`config.mk`:
```
export PLATFORM = sky130hd
export DESIGN_NAME = threshold_alarm_with_window_unit
export DESIGN_NICKNAME = d
export VERILOG_FILES = /design/src/design/taw_pkg.sv /design/src/design/taw_class.sv /design/src/design/taw_cell.sv /design/src/design/threshold_alarm_with_window_unit.sv
export SDC_FILE = /design/constraint.sdc
export NUM_CORES = 1
export LEC_CHECK = 0
export BUFFER_PORTS_ARGS = -buffer_cell sky130_fd_sc_hd__buf_2
export CAP_MARGIN = 0
export CORE_ASPECT_RATIO = 1.1
export CORE_MARGIN = 8
export CORE_UTILIZATION = 25
export DETAILED_ROUTE_END_ITERATION = 12
export HOLD_SLACK_MARGIN = 0.02
export SKIP_LAST_GASP = 1
export SYNTH_ARGS = -nofsm -noshare
export SYNTH_HDL_FRONTEND = slang
export SYNTH_HIERARCHICAL = 1
export SYNTH_SLANG_ARGS = --single-unit
```
`constraint.sdc`:
```
create_clock -name clk -period 16.7 [get_ports clk]
set_input_delay 3.34 -clock clk [delete_from_list [all_inputs] [get_ports clk]]
set_output_delay 3.34 -clock clk [all_outputs]
set_load 0.01 [all_outputs]
```
`src/design/taw_pkg.sv`:
```
// Shared definitions for the threshold alarm with window block.
// Level codes, compare modes, register indexes, config and cell control structs.
// No dependencies.
package taw_pkg;

    localparam int WINDOW_MAX_DEF = 64;

    localparam int DATA_W  = 32;
    localparam int LEVEL_W = 2;
    localparam int MODE_W  = 2;
    localparam int WCNT_W  = 7;
    localparam int TALLY_W = 16;
    localparam int WSIZE_W = 7;
    localparam int INDEX_W = 3;

    // Class and report level codes
    localparam logic [LEVEL_W-1:0] LVL_NORMAL = 2'd0;
    localparam logic [LEVEL_W-1:0] LVL_WARN   = 2'd1;
    localparam logic [LEVEL_W-1:0] LVL_CRIT   = 2'd2;

    // Compare modes; the unused code behaves as at-or-above
    localparam logic [MODE_W-1:0] CMP_LE = 2'd0;
    localparam logic [MODE_W-1:0] CMP_EQ = 2'd1;
    localparam logic [MODE_W-1:0] CMP_GE = 2'd2;

    // Register indexes
    localparam logic [INDEX_W-1:0] REG_COMPARE_MODE  = 3'd0;
    localparam logic [INDEX_W-1:0] REG_WARN_ENABLE   = 3'd1;
    localparam logic [INDEX_W-1:0] REG_WARN_LEVEL    = 3'd2;
    localparam logic [INDEX_W-1:0] REG_CRIT_ENABLE   = 3'd3;
    localparam logic [INDEX_W-1:0] REG_CRIT_LEVEL    = 3'd4;
    localparam logic [INDEX_W-1:0] REG_WARN_COUNT    = 3'd5;
    localparam logic [INDEX_W-1:0] REG_RECOVER_COUNT = 3'd6;
    localparam logic [INDEX_W-1:0] REG_WINDOW_SIZE   = 3'd7;

    typedef struct packed {
        logic [MODE_W-1:0]        compare_mode;
        logic                     warn_enable;
        logic signed [DATA_W-1:0] warn_level;
        logic                     crit_enable;
        logic signed [DATA_W-1:0] crit_level;
    } class_cfg_t;

    typedef struct packed {
        logic write;   // write a mark at the token cell and pass the token
        logic clear;   // zero every mark and return the token to cell 0
        logic mark;    // mark value to write
        logic stray;   // no cell in use holds the token
    } cell_ctl_t;

endpackage

```
`src/design/taw_class.sv`:
```
// Sample classifier: compares a sample with the warning and critical levels.
// Depends on taw_pkg.
module taw_class
(
    input  logic signed [taw_pkg::DATA_W-1:0]  sample,
    input  taw_pkg::class_cfg_t                cfg,
    output logic        [taw_pkg::LEVEL_W-1:0] cls
);

    function automatic logic level_hit(
        input logic signed [taw_pkg::DATA_W-1:0] s,
        input logic signed [taw_pkg::DATA_W-1:0] l,
        input logic [taw_pkg::MODE_W-1:0]        mode
    );
        logic hit;
        case (mode)
            taw_pkg::CMP_LE: hit = (s <= l);
            taw_pkg::CMP_EQ: hit = (s == l);
            default:         hit = (s >= l);
        endcase
        return hit;
    endfunction

    logic warn_hit;
    logic crit_hit;

    assign warn_hit = cfg.warn_enable && level_hit(sample, cfg.warn_level, cfg.compare_mode);
    assign crit_hit = cfg.crit_enable && level_hit(sample, cfg.crit_level, cfg.compare_mode);

    // Critical overrides warning
    always_comb
    begin
        if (crit_hit)
        begin
            cls = taw_pkg::LVL_CRIT;
        end
        else if (warn_hit)
        begin
            cls = taw_pkg::LVL_WARN;
        end
        else
        begin
            cls = taw_pkg::LVL_NORMAL;
        end
    end

endmodule

```
`src/design/taw_cell.sv`:
```
// One window cell: a mark bit, the write token, and a stage of the mark count chain.
// Depends on taw_pkg.
module taw_cell
#(
    parameter int IDX = 0,
    parameter int SW  = 7,
    parameter int CW  = 7
)
(
    input  logic                  clk,
    input  logic                  rst_n,
    input  logic [SW-1:0]         size_eff,
    input  taw_pkg::cell_ctl_t    ctl,
    input  logic                  tok_in,
    input  logic [CW-1:0]         psum_in,
    output logic                  hold,
    output logic                  pass,
    output logic                  wrap_hit,
    output logic                  old_hit,
    output logic [CW-1:0]         psum
);

    logic          tok_reg;
    logic          tok_next;
    logic          mark_reg;
    logic          mark_next;
    logic [CW-1:0] psum_reg;
    logic          in_use;
    logic          last;
    logic          here;

    assign in_use = (SW'(IDX) < size_eff);
    assign last   = (SW'(IDX + 1) == size_eff);

    // A token left beyond a shrunk window lands on cell 0
    assign hold     = tok_reg && in_use;
    assign here     = hold || ((IDX == 0) && ctl.stray);
    assign pass     = here && !last;
    assign wrap_hit = here && last;
    assign old_hit  = here && mark_reg;
    assign psum     = psum_reg;

    always_comb
    begin
        tok_next  = tok_reg;
        mark_next = mark_reg;
        if (ctl.clear)
        begin
            tok_next  = (IDX == 0);
            mark_next = 1'b0;
        end
        else if (ctl.write)
        begin
            tok_next = tok_in;
            if (here)
            begin
                mark_next = ctl.mark;
            end
        end
    end

    always_ff @(posedge clk or negedge rst_n)
    begin
        if (!rst_n)
        begin
            tok_reg  <= (IDX == 0);
            mark_reg <= 1'b0;
        end
        else
        begin
            tok_reg  <= tok_next;
            mark_reg <= mark_next;
        end
    end

    // Running partial count; settles along the row after a window resize
    always_ff @(posedge clk)
    begin
        psum_reg <= psum_in + CW'(mark_reg && in_use);
    end

endmodule

```
`src/design/threshold_alarm_with_window_unit.sv`:
```
// Top level of the threshold alarm with window block.
// Depends on taw_pkg, taw_class and taw_cell.
//
// Usage:
//   Input channel in_valid/in_stall carries one signed sample per transaction.
//   Output channel out_valid/out_stall carries one result per sample: the
//   sample's class, whether it changed, and an optional level report.
//   Registers are written through cfg_wr_en/cfg_index/cfg_data while the
//   block is idle; a write takes effect at the next clock edge.
// Pipeline: a classify stage, then the window update stage into the output
//   register.
// Throughput: one sample per cycle while out_stall is low and no recount runs:
//   the mark count is kept incrementally, so each cell row write is one step.
// Writing window_size holds in_stall high while the mark count is recounted
//   along the cell row.
// Reset: the configuration and state registers return to their reset values,
//   the window is empty, the reported level is normal and no result is pending.
// Stall: while out_stall is high the result holds; one more sample is taken
//   into the classify stage, then in_stall rises until the result is taken.
module threshold_alarm_with_window_unit
#(
    parameter int WINDOW_MAX = taw_pkg::WINDOW_MAX_DEF
)
(
    input  logic                                  clk,
    input  logic                                  rst_n,
    input  logic                                  in_valid,
    output logic                                  in_stall,
    input  logic signed [taw_pkg::DATA_W-1:0]     sample,
    output logic                                  out_valid,
    input  logic                                  out_stall,
    output logic        [taw_pkg::LEVEL_W-1:0]    check_level,
    output logic                                  level_changed,
    output logic                                  report_valid,
    output logic        [taw_pkg::LEVEL_W-1:0]    report_level,
    input  logic                                  cfg_wr_en,
    input  logic        [taw_pkg::INDEX_W-1:0]    cfg_index,
    input  logic        [taw_pkg::DATA_W-1:0]     cfg_data
);

    localparam int SW       = $clog2(WINDOW_MAX + 1);
    localparam int CW       = SW;
    localparam int YW       = $clog2(WINDOW_MAX + 2);
    localparam int SYNC_LEN = WINDOW_MAX + 1;

    localparam int LW = taw_pkg::LEVEL_W;
    localparam int TW = taw_pkg::TALLY_W;

    // Configuration registers
    logic [taw_pkg::MODE_W-1:0]         compare_mode_reg;
    logic                               warn_enable_reg;
    logic signed [taw_pkg::DATA_W-1:0]  warn_level_reg;
    logic                               crit_enable_reg;
    logic signed [taw_pkg::DATA_W-1:0]  crit_level_reg;
    logic [taw_pkg::WCNT_W-1:0]         warn_count_reg;
    logic [TW-1:0]                      recover_count_reg;
    logic [taw_pkg::WSIZE_W-1:0]        window_size_reg;
    logic [YW-1:0]                      sync_reg;

    // Pipeline and state
    logic          s1_valid_reg;
    logic [LW-1:0] s1_cls_reg;
    logic [LW-1:0] s1_cls;
    logic [LW-1:0] prev_cls_reg;
    logic [LW-1:0] rep_reg;
    logic [LW-1:0] rep_next;
    logic [TW-1:0] tally_reg;
    logic [TW-1:0] tally_next;
    logic [CW-1:0] count_reg;
    logic [CW-1:0] count_next;

    logic          out_valid_reg;
    logic [LW-1:0] check_level_reg;
    logic          level_changed_reg;
    logic          report_valid_reg;
    logic [LW-1:0] report_level_reg;

    taw_pkg::class_cfg_t class_cfg;
    taw_pkg::cell_ctl_t  cell_ctl;

    logic          in_accept;
    logic          out_free;
    logic          adv;
    logic [SW-1:0] size_eff;

    logic [WINDOW_MAX-1:0] hold_v;
    logic [WINDOW_MAX-1:0] pass_v;
    logic [WINDOW_MAX-1:0] wrap_v;
    logic [WINDOW_MAX-1:0] old_v;
    logic [WINDOW_MAX-1:0] tok_in_v;
    logic [CW-1:0]         psum_v    [WINDOW_MAX];
    logic [CW-1:0]         psum_in_v [WINDOW_MAX];

    logic          is_crit;
    logic          is_norm;
    logic          new_mark;
    logic          old_mark;
    logic [CW-1:0] cnt_after;
    logic          recover_hit;
    logic          clear_now;
    logic          raise;
    logic [LW-1:0] target;
    logic          rep_valid;
    logic [LW-1:0] rep_level;

    // Handshake
    assign out_free  = !out_valid_reg || !out_stall;
    assign adv       = s1_valid_reg && out_free;
    assign in_stall  = (s1_valid_reg && !out_free) || (sync_reg != '0);
    assign in_accept = in_valid && !in_stall;

    // Configuration port
    always_ff @(posedge clk or negedge rst_n)
    begin
        if (!rst_n)
        begin
            compare_mode_reg  <= taw_pkg::CMP_GE;
            warn_enable_reg   <= 1'b0;
            warn_level_reg    <= '0;
            crit_enable_reg   <= 1'b0;
            crit_level_reg    <= '0;
            warn_count_reg    <= taw_pkg::WCNT_W'(1);
            recover_count_reg <= TW'(1);
            window_size_reg   <= taw_pkg::WSIZE_W'(1);
            sync_reg          <= '0;
        end
        else
        begin
            if (sync_reg != '0)
            begin
                sync_reg <= sync_reg - YW'(1);
            end
            if (cfg_wr_en)
            begin
                case (cfg_index)
                    taw_pkg::REG_COMPARE_MODE:  compare_mode_reg  <= cfg_data[taw_pkg::MODE_W-1:0];
                    taw_pkg::REG_WARN_ENABLE:   warn_enable_reg   <= cfg_data[0];
                    taw_pkg::REG_WARN_LEVEL:    warn_level_reg    <= cfg_data;
                    taw_pkg::REG_CRIT_ENABLE:   crit_enable_reg   <= cfg_data[0];
                    taw_pkg::REG_CRIT_LEVEL:    crit_level_reg    <= cfg_data;
                    taw_pkg::REG_WARN_COUNT:    warn_count_reg    <= cfg_data[taw_pkg::WCNT_W-1:0];
                    taw_pkg::REG_RECOVER_COUNT: recover_count_reg <= cfg_data[TW-1:0];
                    taw_pkg::REG_WINDOW_SIZE:
                    begin
                        window_size_reg <= cfg_data[taw_pkg::WSIZE_W-1:0];
                        sync_reg        <= YW'(SYNC_LEN);
                    end
                    default: ;
                endcase
            end
        end
    end

    // Clamp the window size to 1..WINDOW_MAX
    always_comb
    begin
        if (window_size_reg == '0)
        begin
            size_eff = SW'(1);
        end
        else if (32'(window_size_reg) > 32'(WINDOW_MAX))
        begin
            size_eff = SW'(WINDOW_MAX);
        end
        else
        begin
            size_eff = SW'(window_size_reg);
        end
    end

    // Stage 1: classify
    assign class_cfg.compare_mode = compare_mode_reg;
    assign class_cfg.warn_enable  = warn_enable_reg;
    assign class_cfg.warn_level   = warn_level_reg;
    assign class_cfg.crit_enable  = crit_enable_reg;
    assign class_cfg.crit_level   = crit_level_reg;

    taw_class u_class
    (
        .sample (sample),
        .cfg    (class_cfg),
        .cls    (s1_cls)
    );

    always_ff @(posedge clk or negedge rst_n)
    begin
        if (!rst_n)
        begin
            s1_valid_reg <= 1'b0;
        end
        else if (in_accept)
        begin
            s1_valid_reg <= 1'b1;
        end
        else if (adv)
        begin
            s1_valid_reg <= 1'b0;
        end
    end

    always_ff @(posedge clk)
    begin
        if (in_accept)
        begin
            s1_cls_reg <= s1_cls;
        end
    end

    // Cell row
    assign tok_in_v[0]  = |wrap_v;
    assign psum_in_v[0] = '0;

    genvar gi;
    generate
        for (gi = 0; gi < WINDOW_MAX; gi++)
        begin : g_cell
            if (gi > 0)
            begin : g_link
                assign tok_in_v[gi]  = pass_v[gi-1];
                assign psum_in_v[gi] = psum_v[gi-1];
            end

            taw_cell
            #(
                .IDX (gi),
                .SW  (SW),
                .CW  (CW)
            )
            u_cell
            (
                .clk      (clk),
                .rst_n    (rst_n),
                .size_eff (size_eff),
                .ctl      (cell_ctl),
                .tok_in   (tok_in_v[gi]),
                .psum_in  (psum_in_v[gi]),
                .hold     (hold_v[gi]),
                .pass     (pass_v[gi]),
                .wrap_hit (wrap_v[gi]),
                .old_hit  (old_v[gi]),
                .psum     (psum_v[gi])
            );
        end
    endgenerate

    // Stage 2: window update and report decision
    assign is_crit  = (s1_cls_reg == taw_pkg::LVL_CRIT);
    assign is_norm  = (s1_cls_reg == taw_pkg::LVL_NORMAL);
    assign new_mark = !is_norm;
    assign old_mark = |old_v;

    // Replace the overwritten mark in the running count
    assign cnt_after = count_reg - CW'(old_mark) + CW'(new_mark);

    assign recover_hit = is_norm && (rep_reg != taw_pkg::LVL_NORMAL)
                         && (tally_reg >= recover_count_reg);
    assign clear_now   = is_crit || recover_hit;

    assign cell_ctl.write = adv && !is_crit;
    assign cell_ctl.clear = adv && clear_now;
    assign cell_ctl.mark  = new_mark;
    assign cell_ctl.stray = ~|hold_v;

    always_comb
    begin
        rep_next  = rep_reg;
        rep_valid = 1'b0;
        rep_level = taw_pkg::LVL_NORMAL;
        target    = is_crit ? taw_pkg::LVL_CRIT : taw_pkg::LVL_WARN;
        raise     = is_crit || (32'(cnt_after) >= 32'(warn_count_reg));
        if (is_norm)
        begin
            if (recover_hit)
            begin
                rep_next  = taw_pkg::LVL_NORMAL;
                rep_valid = 1'b1;
            end
        end
        else if (raise && (rep_reg != target))
        begin
            rep_next  = target;
            rep_valid = 1'b1;
            rep_level = target;
        end
    end

    always_comb
    begin
        tally_next = tally_reg;
        if (clear_now)
        begin
            tally_next = '0;
        end
        else if (is_norm && (rep_reg != taw_pkg::LVL_NORMAL) && (tally_reg != '1))
        begin
            tally_next = tally_reg + TW'(1);
        end
    end

    always_comb
    begin
        count_next = count_reg;
        if (adv)
        begin
            count_next = clear_now ? '0 : cnt_after;
        end
        else if (sync_reg == YW'(1))
        begin
            // Recount settled at the far end of the row
            count_next = psum_v[WINDOW_MAX-1];
        end
    end

    always_ff @(posedge clk or negedge rst_n)
    begin
        if (!rst_n)
        begin
            prev_cls_reg  <= taw_pkg::LVL_NORMAL;
            rep_reg       <= taw_pkg::LVL_NORMAL;
            tally_reg     <= '0;
            count_reg     <= '0;
            out_valid_reg <= 1'b0;
        end
        else
        begin
            count_reg <= count_next;
            if (adv)
            begin
                prev_cls_reg  <= s1_cls_reg;
                rep_reg       <= rep_next;
                tally_reg     <= tally_next;
                out_valid_reg <= 1'b1;
            end
            else if (!out_stall)
            begin
                out_valid_reg <= 1'b0;
            end
        end
    end

    always_ff @(posedge clk)
    begin
        if (adv)
        begin
            check_level_reg   <= s1_cls_reg;
            level_changed_reg <= (s1_cls_reg != prev_cls_reg);
            report_valid_reg  <= rep_valid;
            report_level_reg  <= rep_level;
        end
    end

    assign out_valid     = out_valid_reg;
    assign check_level   = check_level_reg;
    assign level_changed = level_changed_reg;
    assign report_valid  = report_valid_reg;
    assign report_level  = report_level_reg;

endmodule

```
Word level (Yosys, flattened, before mapping). Index checks and enable logic that the tools add are counted.

Bits in registers: 712. Latch bits: 0. RAM bits: 0. ROM bits: 0. Bits of input ports: 72. Logic and storage cells: 1334. Memories: 0.

$add $sub $neg: 67. Multipliers: 0. Div/mod/pow operators: 0. Magnitude comparators: 71. Equality and inequality tests: 81. Shift-type cells: 0. Mux-type cells: 344. Bitwise operators: 1. Reductions and logical operators: 558.

Operators with widths (count): $add A7 B1 Y7 (63); $logic_and A1 B1 Y1 (330); $mux W1 (328); $eq A6 B7 Y1 const A (32); $lt A6 B7 Y1 const A (32); $reduce_or A64 Y1 (3); $reduce_and A2 Y1 (73); $reduce_bool A2 Y1 (70); $eq A5 B7 Y1 const A (16); $lt A5 B7 Y1 const A (16); $logic_not A1 Y1 (70); $eq A32 B32 Y1 (2); $ge A32 B32 Y1 (2); $le A32 B32 Y1 (2); $eq A4 B7 Y1 const A (8); $lt A4 B7 Y1 const A (8); $mux W7 (8); $mux W16 (2); $eq A3 B7 Y1 const A (4); $lt A3 B7 Y1 const A (4); $add A16 B1 Y16 const B (1); $ge A16 B16 Y1 (1); $ne A16 B16 Y1 const B (1); $eq A2 B7 Y1 const A (2); other kinds (27) (44).

Logic depth before layout (Yosys ltp). Gate-level depths: netlist of the first run.

Word-level depth: 17. Gate-level depth with buffers: 29. Mapped depth without buffers: 29.

Least setup slack after synthesis of the first run. OpenSTA, ideal clock, no wires.

Path type: reg-to-reg. Start: register window_size_reg[6] (netlist bit). End: register rep_reg[1]. Setup time: 0.132 ns. Data arrival time: 11.547 ns. Data required time: 16.568 ns. Slack: 5.021 ns. Stages on the path, launching flop included: 28. Path buffers: 0. Path through: dfrtp_1 -> nor2b_1 -> and4_4 -> a31oi_4 -> nor2b_1 -> nor4_1 -> nand4_1 -> nor4_1 -> nand2_1 -> o21ai_1 -> nor4_1 -> nand4_1 -> or4_1 -> ha_1 -> inv_1 -> ha_1 -> fa_1 -> a21oi_1 -> nor2_1 -> a211o_1 -> a21oi_1 -> xor2_1 -> inv_1 -> ha_1 -> o221ai_1 -> a21oi_1 -> o21bai_1 -> o211ai_1.

RTL lines: start, declared (line threshold_alarm_with_window_unit.sv:57) `logic [taw_pkg::WSIZE_W-1:0] window_size_reg;`; start signal, assigned (line threshold_alarm_with_window_unit.sv:124) `window_size_reg <= taw_pkg::WSIZE_W'(1);`; start signal, assigned (line threshold_alarm_with_window_unit.sv:145) `window_size_reg <= cfg_data[taw_pkg::WSIZE_W-1:0];`; end signal, assigned (line threshold_alarm_with_window_unit.sv:319) `rep_reg <= taw_pkg::LVL_NORMAL;`; end signal, assigned (line threshold_alarm_with_window_unit.sv:330) `rep_reg <= rep_next;`; end, declared (line threshold_alarm_with_window_unit.sv:65) `logic [LW-1:0] rep_reg;`.

==> run_results.csv, run 1 <==
group,metric,value,unit
status,status,"complete, no violations",
grt,met3_usage,1.84,%
sta,hold_viol_final,0,
pwr,p_leak,0.0175,µW
hold_path,min_path_type,"reg2reg",
critical_path,crit_path_end_kind,"register",
clock_network,cts.hold.buffers_added,0,
layout,drive_above_1_share,14.7,%
pwr,peakVddDrop,0.0619,mV
sta,tns,0,ns
grt,grt_max_degree,147,
sta,setup_viol,0,
die,row_count,143,
route,drtIter0Drc,1418,
layout,area_growth,16.5,%
clock_network,clk_pin_slew,0.06,ns
synthesis,yosys_warnings,6,
placed_design,port_buffers,79,
hold_path,min_delay_path_depth,1,
clock_network,cts_buffers,80,
clock_network,cts_max_level,3,
placed_design,place_ws,8.64,ns
clock_network,cts_buffer_depth,3,
sta,min_period_over_period,49.2,%
critical_path,reg2reg_from,"window_size_reg[6]",
clock_network,cts.repair.resized,0,
layout,fin_nets,3789,
critical_path,cpMaxStageDelayCell,"dfrtp_4",
die,start_util,25.2,%
critical_path,crit_fanout,124,
clock_network,cts_sinks,718,
critical_path,r2r_setup_slack,8.48,ns
sta,slew_viol_final,0,
route,wirelength,76.3,mm
sta,rsz0062_at_grt,"false",
die,dieWidth,372,µm
sta,fin_ws,8.48,ns
sta,slew_headroom,21.4,%
critical_path,slowest_delay,0.92,ns
sta,finalClockSkew,0.0398,ns
grt,grt_pass1_vias,24700,
route,antenna_left,0,
route,drc,0,
layout,largest_reg_flops,448,
synthesis,syn-cell-area,34900,µm²
die,die_h,408,µm
placed_design,gp_congestion,0.804,
synthesis,netlist_instances,3311,
critical_path,arrival,8.74,ns
die,io_pins,80,
grt,antenna_found_initial,1,
critical_path,reg2regPathDepth,29,
clock_network,cts_root_buffer,"clkbuf_16",
clock_network,clk_latency,0.65,ns
critical_path,worstReg2RegEnd,"rep_reg[1]",
grt,grt_usage,9.86,%
layout,fill_cells,14300,
grt,grtUsageMet2,16.6,%
route,wl_per_cell,14.2,µm
sta,tightest_slew,1.17,ns
sta,finalCriticalPeriod,8.22,ns
hold_path,min_from,"g_cell[60].u_cell/psum[6]",
grt,busiest_layer,"met2",
critical_path,start_kind,"register",
grt,grt_pass1_wl,127,mm
hold_path,hold_end,"g_cell[61].u_cell/psum[6]",
route,routed_via_density,4.56,
die,core_area,138000,µm²
layout,fin_util,29.4,%
die,die_area,152000,µm²
pwr,powerDensity,118,nW/µm²
synthesis,postSynthAreaPerCell,10.5,µm²
sta,fmax,0.122,GHz
placed_design,dpl.hpwl,51.0,mm
grt,grt_overflow,0,
clock_network,post_cts_buffers,0,
critical_path,critPathKind,"reg2reg",
pwr,power,4780,µW
critical_path,crit_required,17.22,ns
clock_network,cts_tree,"built",
flow_run,maxCapViolations,0,
route,vias,24500,
grt,grt_use_met1,12.7,%
route,dr.pass1.iters,5,
[critical path: cells and delay by family (launching register included)]
kind | cells | cell delay (ns)
and+or+nand+nor | 11 | 2.82
AOI/OAI and AO/OA | 9 | 1.60
buffers and inverters | 4 | 1.22
adders and majority gates | 4 | 1.04
DFF | 1 | 0.92
xor gates and xnor gates | 1 | 0.20
[metrics by stage]
| stage | cell area (µm²) | std cells | hold WS [ns] |
|---|---|---|---|
| 2_1_floorplan | 34900 | 3326 | 0.409 |
| 3_3_place_gp | 37800 | 5221 | 0.419 |
| 3_5_place_dp | 37800 | 5221 | 0.417 |
| 4_1_cts | 40600 | 5368 | 0.393 |
| 5_1_grt | 40600 | 5369 | 0.420 |
| 6_report | 40600 | 5369 | 0.393 |
[worst max path at each step]
| stage | from | endpoint | cells past startpoint |
|---|---|---|---|
| 2_1_floorplan | window_size_reg[6] | rep_reg[1] | 27 |
| 3_3_place_gp | window_size_reg[6] | report_valid | 30 |
| 3_5_place_dp | window_size_reg[6] | rep_reg[1] | 30 |
| 4_1_cts | window_size_reg[6] | rep_reg[1] | 29 |
| 5_1_grt | window_size_reg[6] | rep_reg[1] | 30 |
| 6_report | window_size_reg[6] | rep_reg[1] | 29 |
[where the power goes]
part	internal, µW	leakage [µW]	switching [µW]
logic	341	0.00885	508
clock network	1120	0.00140	734
registers	1940	0.00724	146
total	3390	0.0175	1390
[per-layer routing]
layer | share of wire (%) | vias up
met1 | 46 | 11800
li1 | - | 12200
met2 | 47 | 433
met3 | 4.3 | 140
met4 | 2.8 | 0
met5 | 0 | -
[layout make-up]
class                      count  area (µm²)  share of cell area (%)
antenna                        1        2.50                 0.00616
timing repair buffer         100         613                    1.51
multi-input combinational   2447       18600                    45.8
clock inverter                31         367                   0.902
inverter                     144         541                    1.33
sequential                   718       15800                    38.8
tap                         1812        2270                    5.58
clock buffer                 116        2470                    6.08
[placed cells by master (no fill, tap or decap), types with 12 or more instances in the layout]
cell type    n
a21oi_2     17
clkbuf_1    13
conb_1      16
buf_4       17
o211ai_1    12
o21ai_0     46
nand3_2     12
a21oi_1     85
nor2_1     175
nor3_1      20
and3_1     123
ha_1       225
nand3_1    250
mux2i_1    114
nand4_1     48
xnor2_1    224
a21boi_0    17
clkbuf_16   89
clkbuf_8    14
o21a_1      13
nand2_1    164
o21ai_1     12
a31oi_1     12
nand2b_1   104
inv_1      142
a211oi_1    13
and2_1      79
a21o_1      14
dfrtp_1    256
buf_2       78
and4_1      14
nor2b_1     61
nor4_1      69
nand4b_1    12
mux2_2      98
and3b_1     12
xor2_1     121
dfxtp_1    448
(Power assumes the default switching activity.)
==> run 2, diff against run 1 <==
==> constraint.sdc (replaced) <==
create_clock -name clk -period 7.2 [get_ports clk]
set_input_delay 1.44 -clock clk [delete_from_list [all_inputs] [get_ports clk]]
set_output_delay 1.44 -clock clk [all_outputs]
set_load 0.01 [all_outputs]
==> run 2 against run 1 <==
Effect of this change: die area did not move; sequential power is 130% higher; combinational power increased by 150%; largest power group unchanged; register-to-register slack lost 8.0 ns; global-route usage grew 0.23 points; maximum frequency is 23% higher; first-iteration DRC count shrank 4.2%; via count decreased by 0.24%; final cell count grew 0.34%; utilization is 0.097 points higher; non-clock buffer count is 19 higher; critical path type unchanged; critical path depth fell by 2.
==> run_results.csv, run 2 (synthesis results as in run 1) <==
group,metric,value,unit
clock_network,cts_root_buffer,"clkbuf_16",
critical_path,reg2regPathDepth,27,
sta,finalCriticalPeriod,6.71,ns
die,io_pins,80,
die,die_h,408,µm
critical_path,reg2reg_from,"window_size_reg[6]",
critical_path,crit_path_end_kind,"register",
sta,slew_viol_final,0,
critical_path,crit_required,7.61,ns
die,start_util,25.2,%
sta,tightest_slew,1.14,ns
hold_path,hold_end,"g_cell[62].u_cell/psum[6]",
layout,drive_above_1_share,15.0,%
placed_design,dpl.hpwl,53.2,mm
grt,grt_pass1_vias,24500,
clock_network,clk_latency,0.68,ns
status,status,"complete, no violations",
die,dieWidth,372,µm
layout,layout_common_cells,"dfxtp_1, dfrtp_1, nand3_1",
layout,fin_util,29.5,%
die,core_area,138000,µm²
clock_network,cts_buffers,79,
clock_network,cts.hold.buffers_added,0,
route,antenna_left,0,
sta,min_period_over_period,93.2,%
sta,fmax,0.149,GHz
route,drc,0,
clock_network,cts_buffer_depth,3,
pwr,powerDensity,268,nW/µm²
flow_run,maxCapViolations,0,
pwr,peakVddDrop,0.158,mV
clock_network,cts_sinks,718,
route,wirelength,77.8,mm
sta,rsz0062_at_grt,"false",
critical_path,r2r_setup_slack,0.49,ns
sta,finalClockSkew,0.0506,ns
critical_path,path_delay_family,"simple AND/OR/NAND/NOR gates",
layout,largest_reg_flops,448,
clock_network,cts_max_level,3,
clock_network,cts_tree,"built",
sta,setup_viol,0,
critical_path,crit_fanout,50,
placed_design,port_buffers,79,
critical_path,start_kind,"register",
route,drtIter0Drc,1358,
grt,grt_pass1_wl,128,mm
critical_path,critPathBufInv,3,
die,die_area,152000,µm²
hold_path,min_from,"g_cell[61].u_cell/psum[6]",
critical_path,worstReg2RegEnd,"report_valid",
clock_network,cts.repair.resized,0,
layout,fin_nets,3808,
grt,grt_max_degree,192,
route,wl_per_cell,14.4,µm
clock_network,clk_pin_slew,0.06,ns
critical_path,slowest_delay,0.69,ns
route,dr.pass1.iters,5,
grt,antenna_found_initial,1,
pwr,power,10900,µW
die,row_count,143,
sta,hold_viol_final,0,
layout,area_growth,16.9,%
clock_network,post_cts_buffers,0,
layout,final_common_cell,"dfxtp_1",
route,vias,24400,
grt,grt_usage,10.1,%
placed_design,gp_congestion,0.826,
hold_path,min_path_type,"reg2reg",
layout,antennaDiodeCount,0,
critical_path,critPathKind,"reg2reg",
sta,slew_headroom,23.7,%
critical_path,arrival,7.12,ns
critical_path,cpMaxStageDelayCell,"or4_1",
grt,grt_overflow,0,
sta,tns,0,ns
route,routed_via_density,4.54,
hold_path,min_delay_path_depth,1,
pwr,p_leak,0.0175,µW
[run 2: cell types whose count changed in the layout (fill, tap and decap cells not counted), sizes merged]
cell / previous run / this run
buf: 100 / 119
clkinv: 14 / 18
bufinv: 5 / 3
clkbuf: 116 / 115
clkinvlp: 2 / 1
diode: 1 / 0
inv: 154 / 153
nor2b: 66 / 67
[run 2: metal layers]
| layer | share of wire (%) | track usage [%] |
|---|---|---|
| met5 | 0 | 0 |
| met4 | 2.8 | 3.52 |
| met3 | 4.2 | 1.93 |
| met2 | 49 | 17.4 |
| met1 | 44 | 12.5 |
[run 2: worst max path at each step]
| stage | cells past startpoint | from | end |
|---|---|---|---|
| floorplan | 26 | window_size_reg[6] | report_valid |
| global placement | 28 | window_size_reg[6] | report_valid |
| detailed placement | 28 | window_size_reg[6] | report_valid |
| CTS | 28 | window_size_reg[6] | report_valid |
| global route | 28 | window_size_reg[6] | rep_reg[1] |
| finish | 27 | window_size_reg[6] | report_valid |
[run 2: final cells by class]
class	count	area, µm²
multi-input cells	2448	18600
inverters	144	541
flip-flops and latches	718	15800
clock inverters	31	364
repair buffers	119	931
fillers	14200	97500
clock buffers	115	2260
well taps	1812	2270
[run 2: through the flow]
| stage | setup slack (ns) | hold WS (ns) | instance area, µm² | cells |
|---|---|---|---|---|
| 3_5_place_dp | 0.271 | 0.418 | 38100 | 5240 |
| 2_1_floorplan | 0.0196 | 0.409 | 35000 | 3326 |
| 5_1_grt | 0.0285 | 0.397 | 40800 | 5387 |
| 4_1_cts | 0.199 | 0.388 | 40800 | 5386 |
| 3_3_place_gp | 0.338 | 0.417 | 38100 | 5240 |
| 6_report | 0.490 | 0.391 | 40800 | 5387 |
[run 2: power breakdown]
group / internal, µW / switching (µW) / total [µW]
Combinational: 864 / 1230 / 2100
Sequential: 4490 / 315 / 4810
Clock: 2320 / 1700 / 4030
[run 2: worst reg2reg max path, stage by stage (launching register included)]
cell	delay [ns]
dfrtp_4	0.60
nor2b_4	0.62
buf_12	0.35
nor2_1	0.20
a21oi_1	0.27
nor4_1	0.12
nand4_1	0.20
nor4_4	0.10
nand2_1	0.07
o21ai_1	0.06
nor4_1	0.26
nand4_1	0.14
or4_1	0.69
ha_1	0.34
inv_1	0.04
ha_1	0.20
fa_1	0.41
a21oi_1	0.21
nor2_1	0.08
a211o_1	0.27
a21oi_1	0.18
xor2_1	0.20
inv_1	0.08
ha_1	0.20
a211oi_1	0.26
a21oi_2	0.12
nor2_1	0.09
o21ai_0	0.09
==> run 3, diff against run 2 <==
--- a/config.mk
+++ b/config.mk
@@ -5,6 +5,7 @@
 export SDC_FILE = /design/constraint.sdc
 export NUM_CORES = 1
 export LEC_CHECK = 0
+export ABC_AREA = 1
 export BUFFER_PORTS_ARGS = -buffer_cell sky130_fd_sc_hd__buf_2
 export CAP_MARGIN = 0
 export CORE_ASPECT_RATIO = 1.1
==> run 3 against run 2 <==
Effect of this change: total power increased by 48%; maximum frequency increased by 5.8%; flip-flop and latch count unchanged; register-to-register slack improved by 0.37 ns; final cell count increased by 22%; first-iteration DRC count decreased by 1.6%; critical path type unchanged; synthesized cell count increased by 33%; hold slack improved by 0.023 ns; wire length decreased by 3.0%; combinational power increased by 140%.
==> run_results.csv, run 3 <==
group,metric,value,unit
status,status,"complete, no violations",
sta,fmax,0.158,GHz
critical_path,worstSetupEndpoint,"rep_reg[1]",
route,dr.pass1.iters,7,
grt,antenna_found_initial,1,
die,row_count,147,
layout,fin_nets,4864,
clock_network,post_cts_buffers,0,
critical_path,crit_required,7.70,ns
route,vias,27500,
layout,area_growth,16.2,%
layout,layout_common_cells,"inv_1, nand2_1, dfxtp_1",
layout,drive_above_1_share,14.5,%
grt,grt_max_degree,151,
placed_design,port_buffers,79,
synthesis,yosys_warnings,6,
critical_path,start_kind,"register",
layout,fill_cells,15400,
grt,grt_pass1_vias,27600,
critical_path,cpMaxStageDelayCell,"fa_1",
clock_network,clk_pin_slew,0.06,ns
synthesis,netlist_instances,4390,
critical_path,reg2reg_from,"window_size_reg[1]",
pwr,peakVddDrop,0.177,mV
critical_path,cp-startpoint,"window_size_reg[1]",
hold_path,min_path_type,"reg2reg",
synthesis,postSynthAreaPerCell,8.29,µm²
die,die_area,158000,µm²
sta,fin_ws,0.858,ns
placed_design,place_ws,0.935,ns
clock_network,clk_latency,0.64,ns
route,drc,0,
flow_run,maxCapViolations,0,
critical_path,crit_fanout,41,
sta,finalCriticalPeriod,6.34,ns
layout,stdcell_count,6573,
clock_network,cts_root_buffer,"clkbuf_16",
placed_design,dpl.hpwl,52.1,mm
route,wirelength,75.5,mm
sta,hold_viol_final,0,
route,antenna_left,0,
clock_network,cts.hold.buffers_added,0,
die,io_pins,80,
clock_network,cts_buffers,80,
sta,rsz0062_at_grt,"false",
critical_path,r2r_setup_slack,0.86,ns
sta,tightest_slew,1.26,ns
clock_network,cts_tree,"built",
critical_path,worstReg2RegEnd,"rep_reg[1]",
route,drtIter0Drc,1336,
grt,grt_overflow,0,
clock_network,cts.repair.resized,0,
pwr,powerDensity,383,nW/µm²
sta,min_period_over_period,88.1,%
placed_design,dp.cells,6421,
die,dieWidth,380,µm
grt,grt_usage,9.49,%
die,start_util,25.1,%
placed_design,gp_congestion,0.821,
sta,finalClockSkew,0.0244,ns
pwr,p_leak,0.0203,µW
clock_network,cts_max_level,3,
route,routed_via_density,4.18,
critical_path,crit_path_end_kind,"register",
grt,grt_pass1_wl,130,mm
critical_path,reg2regPathDepth,37,
critical_path,arrival,6.84,ns
sta,slew_headroom,15.8,%
route,wl_per_cell,11.5,µm
clock_network,cts_buffer_depth,3,
sta,tns,0,ns
layout,largest_reg_flops,448,
hold_path,min_from,"g_cell[55].u_cell/psum[6]",
critical_path,crit_top_cell,"nand2_1",
synthesis,syn-cell-area,36400,µm²
clock_network,cts_sinks,718,
sta,slew_viol_final,0,
die,core_area,145000,µm²
die,die_h,416,µm
critical_path,slowest_delay,0.44,ns
sta,setup_viol,0,
critical_path,critPathKind,"reg2reg",
## run 3: critical path: cells and delay by family (launching register included)
family / cells / cell delay (ns)
simple gates: 23 / 3.20
fa+ha+maj: 4 / 1.31
buf+inv: 5 / 0.67
compound gates: 4 / 0.47
flops: 1 / 0.39
xor+xnor: 1 / 0.17
## run 3: how the worst min path moves through the flow
stage                                 to  slack [ns]  cells past startpoint
6_report       g_cell[56].u_cell/psum[6]        0.41                      1
5_1_grt        g_cell[56].u_cell/psum[6]        0.43                      1
4_1_cts        g_cell[56].u_cell/psum[6]        0.42                      1
3_5_place_dp   g_cell[27].u_cell/psum[6]        0.42                      1
3_3_place_gp   g_cell[54].u_cell/psum[6]        0.42                      1
2_1_floorplan  g_cell[15].u_cell/psum[6]        0.41                      1
## run 3: power breakdown
part	switching, µW	internal [µW]
registers	1060	5870
clock network	1700	2490
logic	3070	2030
## run 3: metrics by stage
| stage | util [%] | power (µW) | cell area (µm²) | hold WS, ns |
|---|---|---|---|---|
| 2_1_floorplan | - | 10800 | 36500 | 0.409 |
| 3_5_place_dp | 27.2 | 12100 | 39500 | 0.417 |
| 6_report | 29.1 | 16200 | 42300 | 0.414 |
| 4_1_cts | 29.1 | 16500 | 42300 | 0.416 |
| 3_3_place_gp | 27.2 | 12000 | 39500 | 0.415 |
| 5_1_grt | 29.1 | 17600 | 42300 | 0.428 |
## run 3: area by class of cell
| class | instances | area, µm² | area share, % |
|---|---|---|---|
| Antenna cell | 3 | 7.51 | 0.0177 |
| Clock buffer | 108 | 2300 | 5.44 |
| Clock inverter | 41 | 452 | 1.07 |
| Inverter | 763 | 2870 | 6.78 |
| Multi-Input combinational cell | 2897 | 17700 | 41.9 |
| Sequential cell | 718 | 15800 | 37.3 |
| Tap cell | 1937 | 2420 | 5.73 |
| Timing Repair Buffer | 106 | 733 | 1.73 |
## run 3: layer usage
layer / track usage, % / wire (µm)
met1: 12.0 / 35500
met2: 16.6 / 35500
met3: 1.55 / 3100
met4: 2.76 / 1440
met5: 0 / 13
